`src/sv/afr_pkg.sv`:
```
`default_nettype none
// ----------------------------------------------------------------------------
// afr_pkg: analyser frame receiver shared types and constants
// Transaction payloads, request and status codes, frame layout positions
// and the ASCII hex helpers used by the frame assembler.
// ----------------------------------------------------------------------------
package afr_pkg;

    typedef struct packed {
        logic [1:0] req_type;
        logic [7:0] rx_byte;
        logic       chunk_end;
    } item_t;

    typedef struct packed {
        logic [1:0]  status;
        logic [15:0] duty_value;
        logic [3:0]  fail_count;
    } result_t;

    typedef struct packed {
        logic        ok;
        logic [15:0] duty;
    } verdict_t;

    localparam logic [1:0] REQ_BYTE    = 2'd0;
    localparam logic [1:0] REQ_SENT_OK = 2'd1;
    localparam logic [1:0] REQ_WR_TMO  = 2'd2;
    localparam logic [1:0] REQ_RD_TMO  = 2'd3;

    localparam logic [1:0] ST_OK      = 2'd0;
    localparam logic [1:0] ST_BAD     = 2'd1;
    localparam logic [1:0] ST_TIMEOUT = 2'd2;
    localparam logic [1:0] ST_RESET   = 2'd3;

    localparam logic CFG_MAX_CHECKSUM = 1'b0;
    localparam logic CFG_MAX_TIMEOUTS = 1'b1;

    localparam logic [3:0] LIMIT_RESET = 4'd10;

    localparam int POS_W = 5;
    localparam logic [POS_W-1:0] FRAME_LEN   = 5'd16;
    localparam logic [POS_W-1:0] SUM_LEN     = 5'd13;
    localparam logic [POS_W-1:0] MIN_CHUNK   = 5'd15;
    localparam logic [POS_W-1:0] DIGIT_FIRST = 5'd8;
    localparam logic [POS_W-1:0] DIGIT_LAST  = 5'd11;
    localparam logic [POS_W-1:0] CHK_HI_POS  = 5'd13;
    localparam logic [POS_W-1:0] CHK_LO_POS  = 5'd14;

    // {valid, nibble}
    function automatic logic [4:0] hex_decode(input logic [7:0] c);
        logic [4:0] r;
        if (c >= 8'h30 && c <= 8'h39)
            r = {1'b1, c[3:0]};
        else if ((c >= 8'h41 && c <= 8'h46) || (c >= 8'h61 && c <= 8'h66))
            r = {1'b1, c[3:0] + 4'd9};
        else
            r = 5'd0;
        return r;
    endfunction

    function automatic logic [7:0] to_upper(input logic [7:0] c);
        logic [7:0] r;
        r = (c >= 8'h61 && c <= 8'h7A) ? c - 8'd32 : c;
        return r;
    endfunction

    function automatic logic [7:0] hex_char(input logic [3:0] nib);
        logic [7:0] r;
        r = (nib < 4'd10) ? 8'h30 + {4'b0, nib} : 8'h37 + {4'b0, nib};
        return r;
    endfunction

endpackage
`default_nettype wire

```
`src/sv/afr_frame_asm.sv`:
```
`default_nettype none
// ----------------------------------------------------------------------------
// afr_frame_asm: reply frame assembler
// Absorbs reply bytes, keeps the running checksum, the duty digits and the
// check characters, and judges the frame on the byte that ends a chunk.
// ----------------------------------------------------------------------------
module afr_frame_asm (
    input  wire logic             clk,
    input  wire logic             rst_n,
    input  wire logic             byte_en,
    input  wire logic [7:0]       rx_byte,
    input  wire logic             chunk_end,
    output afr_pkg::verdict_t     verdict
);
    import afr_pkg::*;

    logic [POS_W-1:0] pos_reg, pos_next, pos_adv;
    logic [7:0]       sum_reg, sum_next, sum_adv;
    logic [15:0]      digit_reg, digit_next, digit_adv;
    logic             stop_reg, stop_next, stop_adv;
    logic [7:0]       hi_reg, hi_next, hi_adv;
    logic [7:0]       lo_reg, lo_next, lo_adv;
    logic [4:0]       hex;

    always_comb
    begin
        hex       = hex_decode(rx_byte);
        pos_adv   = (pos_reg < FRAME_LEN) ? pos_reg + 5'd1 : pos_reg;
        sum_adv   = (pos_reg < SUM_LEN) ? sum_reg + rx_byte : sum_reg;
        digit_adv = digit_reg;
        stop_adv  = stop_reg;
        if (pos_reg >= DIGIT_FIRST && pos_reg <= DIGIT_LAST && !stop_reg)
        begin
            if (hex[4])
                digit_adv = {digit_reg[11:0], hex[3:0]};
            else
                stop_adv = 1'b1;
        end
        hi_adv = (pos_reg == CHK_HI_POS) ? rx_byte : hi_reg;
        lo_adv = (pos_reg == CHK_LO_POS) ? rx_byte : lo_reg;

        verdict.ok   = (pos_adv >= MIN_CHUNK)
                    && (to_upper(hi_adv) == hex_char(sum_adv[7:4]))
                    && (to_upper(lo_adv) == hex_char(sum_adv[3:0]));
        verdict.duty = digit_adv;

        pos_next   = pos_reg;
        sum_next   = sum_reg;
        digit_next = digit_reg;
        stop_next  = stop_reg;
        hi_next    = hi_reg;
        lo_next    = lo_reg;
        if (byte_en)
        begin
            if (chunk_end)
            begin
                pos_next   = '0;
                sum_next   = '0;
                digit_next = '0;
                stop_next  = 1'b0;
                hi_next    = '0;
                lo_next    = '0;
            end
            else
            begin
                pos_next   = pos_adv;
                sum_next   = sum_adv;
                digit_next = digit_adv;
                stop_next  = stop_adv;
                hi_next    = hi_adv;
                lo_next    = lo_adv;
            end
        end
    end

    always_ff @(posedge clk or negedge rst_n)
    begin
        if (!rst_n)
        begin
            pos_reg   <= '0;
            sum_reg   <= '0;
            digit_reg <= '0;
            stop_reg  <= 1'b0;
            hi_reg    <= '0;
            lo_reg    <= '0;
        end
        else
        begin
            pos_reg   <= pos_next;
            sum_reg   <= sum_next;
            digit_reg <= digit_next;
            stop_reg  <= stop_next;
            hi_reg    <= hi_next;
            lo_reg    <= lo_next;
        end
    end

endmodule
`default_nettype wire

```
`src/sv/analyzer_frame_receiver.sv`:
```
// ----------------------------------------------------------------------------
// analyzer_frame_receiver: ASCII reply frame receiver with failure runs
// Results: registered in the output register, or in the skid if that is held.
// Throughput: one item per cycle; a two-entry output stage (register plus
// skid) stalls the input only when both entries hold undelivered results.
// Reset: frame state, run counters and output stage clear; limits load 10.
// ----------------------------------------------------------------------------
`default_nettype none
module analyzer_frame_receiver (
    input  wire logic              clk,
    input  wire logic              rst_n,
    input  wire logic              item_valid,
    output logic                   item_stall,
    input  wire afr_pkg::item_t    item,
    output logic                   result_valid,
    input  wire logic              result_stall,
    output afr_pkg::result_t       result,
    input  wire logic              cfg_valid,
    output logic                   cfg_ready,
    input  wire logic              cfg_index,
    input  wire logic [3:0]        cfg_data
);
    import afr_pkg::*;

    logic [3:0] max_cks_reg, max_tmo_reg;
    logic [3:0] cfr_reg, cfr_next;
    logic [3:0] wto_reg, wto_next;
    logic [3:0] rto_reg, rto_next;
    logic       out_valid_reg, out_valid_next;
    result_t    out_data_reg, out_data_next;
    logic       skid_valid_reg, skid_valid_next;
    result_t    skid_data_reg, skid_data_next;

    logic       accept, produce, out_take, byte_en, bump_en;
    logic [3:0] bump_run, bump_limit;
    logic [4:0] bump_n;
    logic       bump_over;
    logic [1:0] bump_normal;
    result_t    res;
    verdict_t   verdict;

    assign item_stall   = skid_valid_reg;
    assign accept       = item_valid && !skid_valid_reg;
    assign out_take     = out_valid_reg && !result_stall;
    assign result_valid = out_valid_reg;
    assign result       = out_data_reg;
    assign cfg_ready    = 1'b1;
    assign byte_en      = accept && (item.req_type == REQ_BYTE);

    afr_frame_asm u_frame (
        .clk       (clk),
        .rst_n     (rst_n),
        .byte_en   (byte_en),
        .rx_byte   (item.rx_byte),
        .chunk_end (item.chunk_end),
        .verdict   (verdict)
    );

    always_comb
    begin
        bump_en     = 1'b0;
        bump_run    = cfr_reg;
        bump_limit  = max_cks_reg;
        bump_normal = ST_BAD;
        produce     = 1'b0;
        res         = '0;
        cfr_next    = cfr_reg;
        wto_next    = wto_reg;
        rto_next    = rto_reg;

        if (accept)
        begin
            unique case (item.req_type)
                REQ_SENT_OK:
                begin
                    wto_next = '0;
                end
                REQ_WR_TMO:
                begin
                    bump_en     = 1'b1;
                    bump_run    = wto_reg;
                    bump_limit  = max_tmo_reg;
                    bump_normal = ST_TIMEOUT;
                end
                REQ_RD_TMO:
                begin
                    bump_en     = 1'b1;
                    bump_run    = rto_reg;
                    bump_limit  = max_tmo_reg;
                    bump_normal = ST_TIMEOUT;
                end
                default:
                begin
                    rto_next = '0;
                    if (item.chunk_end)
                    begin
                        if (verdict.ok)
                        begin
                            produce        = 1'b1;
                            cfr_next       = '0;
                            res.status     = ST_OK;
                            res.duty_value = verdict.duty;
                        end
                        else
                        begin
                            bump_en = 1'b1;
                        end
                    end
                end
            endcase
        end

        bump_n    = {1'b0, bump_run} + 5'd1;
        bump_over = bump_n > {1'b0, bump_limit};
        if (bump_en)
        begin
            produce        = 1'b1;
            res.fail_count = bump_n[4] ? 4'd15 : bump_n[3:0];
            if (bump_over)
            begin
                res.status = ST_RESET;
                cfr_next   = '0;
                wto_next   = '0;
                rto_next   = '0;
            end
            else
            begin
                res.status = bump_normal;
                unique case (item.req_type)
                    REQ_WR_TMO: wto_next = bump_n[3:0];
                    REQ_RD_TMO: rto_next = bump_n[3:0];
                    default:    cfr_next = bump_n[3:0];
                endcase
            end
        end
    end

    always_comb
    begin
        out_valid_next  = out_valid_reg;
        out_data_next   = out_data_reg;
        skid_valid_next = skid_valid_reg;
        skid_data_next  = skid_data_reg;
        if (skid_valid_reg)
        begin
            if (out_take)
            begin
                out_data_next   = skid_data_reg;
                skid_valid_next = 1'b0;
            end
        end
        else if (produce)
        begin
            if (!out_valid_reg || out_take)
            begin
                out_valid_next = 1'b1;
                out_data_next  = res;
            end
            else
            begin
                skid_valid_next = 1'b1;
                skid_data_next  = res;
            end
        end
        else if (out_take)
        begin
            out_valid_next = 1'b0;
        end
    end

    always_ff @(posedge clk or negedge rst_n)
    begin
        if (!rst_n)
        begin
            max_cks_reg    <= LIMIT_RESET;
            max_tmo_reg    <= LIMIT_RESET;
            cfr_reg        <= '0;
            wto_reg        <= '0;
            rto_reg        <= '0;
            out_valid_reg  <= 1'b0;
            skid_valid_reg <= 1'b0;
        end
        else
        begin
            if (cfg_valid && cfg_ready)
            begin
                unique case (cfg_index)
                    CFG_MAX_CHECKSUM: max_cks_reg <= cfg_data;
                    CFG_MAX_TIMEOUTS: max_tmo_reg <= cfg_data;
                    default:          max_tmo_reg <= max_tmo_reg;
                endcase
            end
            cfr_reg        <= cfr_next;
            wto_reg        <= wto_next;
            rto_reg        <= rto_next;
            out_valid_reg  <= out_valid_next;
            skid_valid_reg <= skid_valid_next;
        end
    end

    always_ff @(posedge clk)
    begin
        out_data_reg  <= out_data_next;
        skid_data_reg <= skid_data_next;
    end

    a_skid_behind_out: assert property (@(posedge clk) disable iff (!rst_n)
        skid_valid_reg |-> out_valid_reg)
        else $error("skid entry held without output entry");

    a_stall_only_full: assert property (@(posedge clk) disable iff (!rst_n)
        item_stall |-> (result_valid && skid_valid_reg))
        else $error("input stalled with free output space");

    a_reset_clears_runs: assert property (@(posedge clk) disable iff (!rst_n)
        (produce && res.status == ST_RESET && !skid_valid_reg)
        |=> (cfr_reg == 4'd0 && wto_reg == 4'd0 && rto_reg == 4'd0))
        else $error("run counters not cleared after reset request");

    a_sent_ok_clears: assert property (@(posedge clk) disable iff (!rst_n)
        (accept && item.req_type == REQ_SENT_OK) |=> (wto_reg == 4'd0))
        else $error("write timeout run not cleared");

    a_runs_within_limit: assert property (@(posedge clk) disable iff (!rst_n)
        (bump_en && !bump_over && item.req_type == REQ_WR_TMO)
        |=> (wto_reg == $past(bump_n[3:0])))
        else $error("run stored beyond its limit");

endmodule
`default_nettype wire
```
`config.mk`:
```
export PLATFORM = sky130hd
export DESIGN_NAME = analyzer_frame_receiver
export DESIGN_NICKNAME = d
export VERILOG_FILES = /design/src/sv/afr_pkg.sv /design/src/sv/afr_frame_asm.sv /design/src/sv/analyzer_frame_receiver.sv
export SDC_FILE = /design/constraint.sdc
export NUM_CORES = 1
export LEC_CHECK = 0
export BUFFER_PORTS_ARGS = -buffer_cell sky130_fd_sc_hd__buf_2
export CAP_MARGIN = 20
export CORE_UTILIZATION = 45
export DETAILED_ROUTE_END_ITERATION = 8
export GPL_ROUTABILITY_DRIVEN = 0
export PLACE_DENSITY = 0.69
export SLEW_MARGIN = 20
export SYNTH_ARGS = -nofsm -noshare
export SYNTH_HDL_FRONTEND = slang
export SYNTH_SLANG_ARGS = --single-unit
```
`constraint.sdc`:
```
create_clock -name clk -period 5.57 [get_ports clk]
set_input_delay 0.2785 -clock clk [delete_from_list [all_inputs] [get_ports clk]]
set_output_delay 0.2785 -clock clk [all_outputs]
set_load 0.005 [all_outputs]
```
# ---- Word level (Yosys, flattened, before mapping)
# Cells that the tools add are included.
# W data, S select, Z words.
dict set report totals {
  reg_bits 112
  input_bits 21
  out_inout_bits 25
  word_cells 162
}
dict set report classes {
  addsub 10
  n_lt_le_gt_ge 18
  eq_ne 10
  mux 71
  n_bitwise 3
  reduce_logical 31
}
# op n
set ops {}
lappend ops {{$mux W16} 7}
lappend ops {{$mux W22} 4}
lappend ops {{$mux W4} 22}
lappend ops {{$mux W8} 10}
lappend ops {{$ge A8 B7 Y1 const B} 4}
lappend ops {{$le A8 B7 Y1 const B} 4}
lappend ops {{$add A6 B4 Y7 const A} 4}
lappend ops {{$mux W5} 4}
lappend ops {{$mux W1} 18}
lappend ops {{$eq A8 B8 Y1} 2}
lappend ops {{$sub A8 B6 Y8 const B} 2}
lappend ops {{$logic_and A1 B1 Y1} 12}
lappend ops {{$reduce_and A3 Y1} 4}
lappend ops {{$eq A5 B4 Y1 const B} 2}
lappend ops {{$ge A5 B4 Y1 const B} 2}
lappend ops {{$add A8 B8 Y8} 1}
lappend ops {{$ge A8 B6 Y1 const B} 1}
lappend ops {{$le A8 B6 Y1 const B} 1}
lappend ops {{$lt A4 B4 Y1 const B} 2}
lappend ops {{$mux W2} 4}
lappend ops {{$pmux W4 S2} 1}
lappend ops {{$reduce_bool A2 Y1} 4}
lappend ops {{$add A4 B1 Y5 const B} 1}
lappend ops {{$add A5 B1 Y5 const B} 1}
lappend ops {{other kinds (17)} 26}

# ---- Depth between registers and ports, before layout
dict set report logic_depth {
  word_depth 16
  mapped_depth 18
  depth_no_buf 16
}

# ---- Hierarchy
# Synthesis repeated with hierarchy kept, for this count alone.
dict set report unflattened {
  hier_cells 635
  area_unflattened_um2 6741.5
}
# mod n_inst cells_each area_per_inst_um2
set by_module_without_submodules {}
lappend by_module_without_submodules {afr_frame_asm 1 366 3507.1}
lappend by_module_without_submodules {analyzer_frame_receiver 1 269 3234.4}

# ---- Worst setup path before layout
# OpenSTA, ideal clock, no wires.
dict set report synth_timing {
  kind {register to register}
  start {register u_frame.sum_reg[0]}
  end {register out_data_reg (netlist bit result[0]) (data pin)}
  arrival_time_ns 3.599
  slack_ns 1.711
  path_stages_with_launch 16
  period_less_slack_ns 3.859
  path_cell_list {dfrtp_1 -> ha_1 -> fa_1 -> a21o_1 -> a21oi_1 -> mux2i_1 -> and2_1 -> ha_1 -> nor2_1 -> a22o_1 -> o32ai_1 -> mux2i_1 -> nand2_1 -> or3_1 -> buf_2 -> a221o_1}
}
# element line
set synth_lines {}
lappend synth_lines {{from (decl)} afr_frame_asm.sv:18} ;# logic [7:0] sum_reg, sum_next, sum_adv;
lappend synth_lines {{from (signal assigned)} afr_frame_asm.sv:90} ;# sum_reg <= sum_next;
lappend synth_lines {{to (signal assigned)} analyzer_frame_receiver.sv:203} ;# out_data_reg <= out_data_next;
lappend synth_lines {{to (decl)} analyzer_frame_receiver.sv:30} ;# result_t out_data_reg, out_data_next;

==> metrics.cfg <==
[detailed_routing]
routed_via_density = 5.91
wirelength_um = 16100
vias = 5705
antenna_left = 0
drt_iter0_markers = 480
wl_per_cell_um = 16.7
dr.pass1.iters = 5
remaining_drc_errors = 0

[timing]
tightest_slew_ns = 1.01
max_freq_mhz = 214
layout_min_cycle_time_ns = 4.68
whs_ns = 0.113
skew_ns = 0.0115
hold_viol_final = 0
maxSlewViolCount = 0
timing.final.crit_share_pct = 84.0
max_slew_margin_pct = 32.6
fin_tns_setup_ns = 0
rsz0062_at_grt = false
setup_viol = 0

[die]
ioPinCount = 46
start_util_pct = 46.2
die-area_um2 = 16200
row_count = 45
die_width_um = 127
coreArea_um2 = 15300
die_y_um = 127

[yosys]
synthXorXnorAreaFrac_pct = 2.11
synthMuxAreaShare_pct = 7.25
syn_inst = 732
synthArstFlopShare_pct = 60.7
synth_ff_type = dfrtp_1
synthDistinctLibCells = 85
synth-compound-area-share_pct = 21.3
syn_nets = 776
synth_fa_ha_area_share_pct = 4.33
synthSimpleGateAreaFrac_pct = 17.8
syn_area_per_cell_um2 = 9.62
synth-seq-cells = 112
synth_top_family_by_area = compound AO/OA/AOI/OAI gates
synth_edf_count = 44
ys.warnings.count = 0
synth_seq_area_share_pct = 43.0
syn-cell-area_um2 = 7040

[worst_setup_path]
crit_path_end_kind = register
cp_data_required_time_ns = 5.67
crit_arrival_ns = 4.78
crit_type = register to register
worst-path-max-fanout = 17
cp-start-kind = register

[cells_and_area]
fin_area_um2 = 7670
diodes = 0
area_growth_pct = 8.86
layout_commonest_cell = nand2_1
drive_above_1_share_pct = 15.8
layout_common_cells = 89 x nand2_1, 64 x dfrtp_1, 63 x nor2_1
fillers = 1367
fin_nets = 793

[cts]
cts_hold_buf = 0
path_clk_slew_ns = 0.08
htree_num_levels = 3
cts_buffer_depth = 2
clockRootBuffer = clkbuf_16
cts-resized-gates = 0
cts_setup_buffers = 0
numClockSinks = 112
clk-insertion-delay-late_ns = 0.36
cts_buffers = 9
cts_tree = done

[global_routing]
first_global_vias = 5362
grt_max_degree = 69
track_usage_pct = 20.9
overflow = 0
grt_pass1_wl_um = 27100
antenna_found_initial = 0

[placement]
hpwl_um = 11200
portBuffers = 44
placed_area_um2 = 7350

[power]
leakagePower_nw = 3.30
powerDensity_nw_per_um2 = 519
irDropWorstVdd_mv = 0.281

[status]
outcome = complete, no violations

[run]
cap_violations = 0

[min_path]
hp-class = primary input to async pin

-- critical path: stages (launching register included) --
cell      delay, ns
dfrtp_1        0.39
nand3b_1       0.63
a21oi_1        0.51
inv_1          0.11
ha_1           0.21
xor2_1         0.25
inv_1          0.13
ha_1           0.33
o21a_1         0.11
o21a_1         0.16
o21ai_0        0.23
nor2b_1        0.54
nand2_1        0.35
a31oi_1        0.35
nand3_1        0.11
-- routing by layer --
metal  vias up  GRT usage (%)  share of wire, %
li1       2730              -                 -
met1      2795           28.8                46
met2       166           34.6                48
met3        14           3.89               5.0
met4         0           4.27              0.76
met5         -              0                 0
-- cells in the mapped netlist, types with 3 or more instances --
| cell type | number | area (µm²) |
|---|---|---|
| nand4_1 | 3 | 18.8 |
| a221o_1 | 3 | 30.0 |
| o211a_1 | 5 | 50.1 |
| a211o_1 | 3 | 26.3 |
| o21ai_1 | 4 | 20.0 |
| o21ai_2 | 14 | 123 |
| ha_1 | 22 | 275 |
| edfxtp_1 | 44 | 1320 |
| and3_1 | 9 | 56.3 |
| a22o_1 | 8 | 70.1 |
| xor2_1 | 6 | 52.6 |
| o21ai_0 | 56 | 280 |
| a21oi_1 | 37 | 185 |
| or4_1 | 3 | 22.5 |
| xnor2_1 | 11 | 96.3 |
| nor3_1 | 19 | 95.1 |
| a22oi_1 | 21 | 158 |
| a32o_1 | 3 | 30.0 |
| nand4b_1 | 5 | 43.8 |
| nand2b_1 | 12 | 75.1 |
| or3_1 | 3 | 18.8 |
| a21o_1 | 14 | 105 |
| buf_4 | 3 | 22.5 |
| o21a_1 | 3 | 22.5 |
| nor3b_1 | 5 | 37.5 |
| o22ai_1 | 4 | 25.0 |
| clkbuf_1 | 26 | 97.6 |
| inv_1 | 17 | 63.8 |
| nor2b_1 | 7 | 43.8 |
| nand2_1 | 89 | 334 |
| o211ai_1 | 6 | 45.0 |
| mux2_2 | 11 | 124 |
| a211oi_1 | 5 | 37.5 |
| dfrtp_1 | 64 | 1600 |
| and2_1 | 5 | 31.3 |
| mux2i_1 | 35 | 350 |
| dfstp_2 | 4 | 105 |
| buf_6 | 4 | 45.0 |
| nor4_1 | 3 | 18.8 |
| nor2_1 | 63 | 236 |
| buf_2 | 10 | 50.1 |
| nand3_1 | 10 | 50.1 |
-- metrics by stage --
step	utilization, %	setup slack, ns	total power [mW]	cells
floorplan	-	1.71	2.87	732
global placement	48.2	1.07	3.24	949
detailed placement	48.2	0.975	3.29	949
CTS	50.2	0.971	3.98	965
global route	50.3	0.591	4.29	965
finish	50.3	0.893	3.98	965
-- final timing paths --
check	slack (ns)	startpoint	depth (start not counted)	endpoint
hold reg to reg	0.49	u_frame.hi_reg[5]$_DFFE_PN0P_	2	u_frame.hi_reg[5]$_DFFE_PN0P_
setup reg to reg	0.89	item_stall$_DFF_PN0_	14	result[20]$_DFFE_PP_
setup / recovery	0.89	item_stall$_DFF_PN0_	14	result[20]$_DFFE_PP_
hold / removal	0.11	rst_n	2	result_valid$_DFFE_PN0P_
max in group asynchronous	4.85	rst_n	2	u_frame.pos_reg[0]$_DFFE_PN0P_
min in group clk	0.17	cfg_data[2]	2	max_tmo_reg[2]$_DFFE_PN0P_
-- cell families (layout without fill, tap and decap cells) --
| group | Yosys count | in the layout |
|---|---|---|
| compound gates | 216 | 216 |
| xor+xnor | 17 | 17 |
| fa+ha+maj | 24 | 24 |
| buf+inv | 61 | 83 |
| flops | 112 | 112 |
| mux | 48 | 48 |
| other cells | 1 | 1 |
| simple gates | 253 | 253 |
-- layout make-up --
cell class                      instances  area (µm²)  share of cell area [%]
Clock inverter                          7        88.8                    1.16
Clock buffer                            9         225                    2.94
Multi-Input combinational cell        559        3730                    48.7
Sequential cell                       112        3030                    39.5
Tap cell                              211         264                    3.44
Timing Repair Buffer                   50         265                    3.46
Inverter                               17        63.8                   0.832
-- report_power, final --
part,total (mW),internal [mW],switching [mW],leakage (nW)
registers,1.28,1.09,0.189,1.23
logic,2.03,0.862,1.17,1.91
clock network,0.675,0.326,0.349,0.153
total,3.98,2.27,1.71,3.30
(Power assumes the default switching activity.)
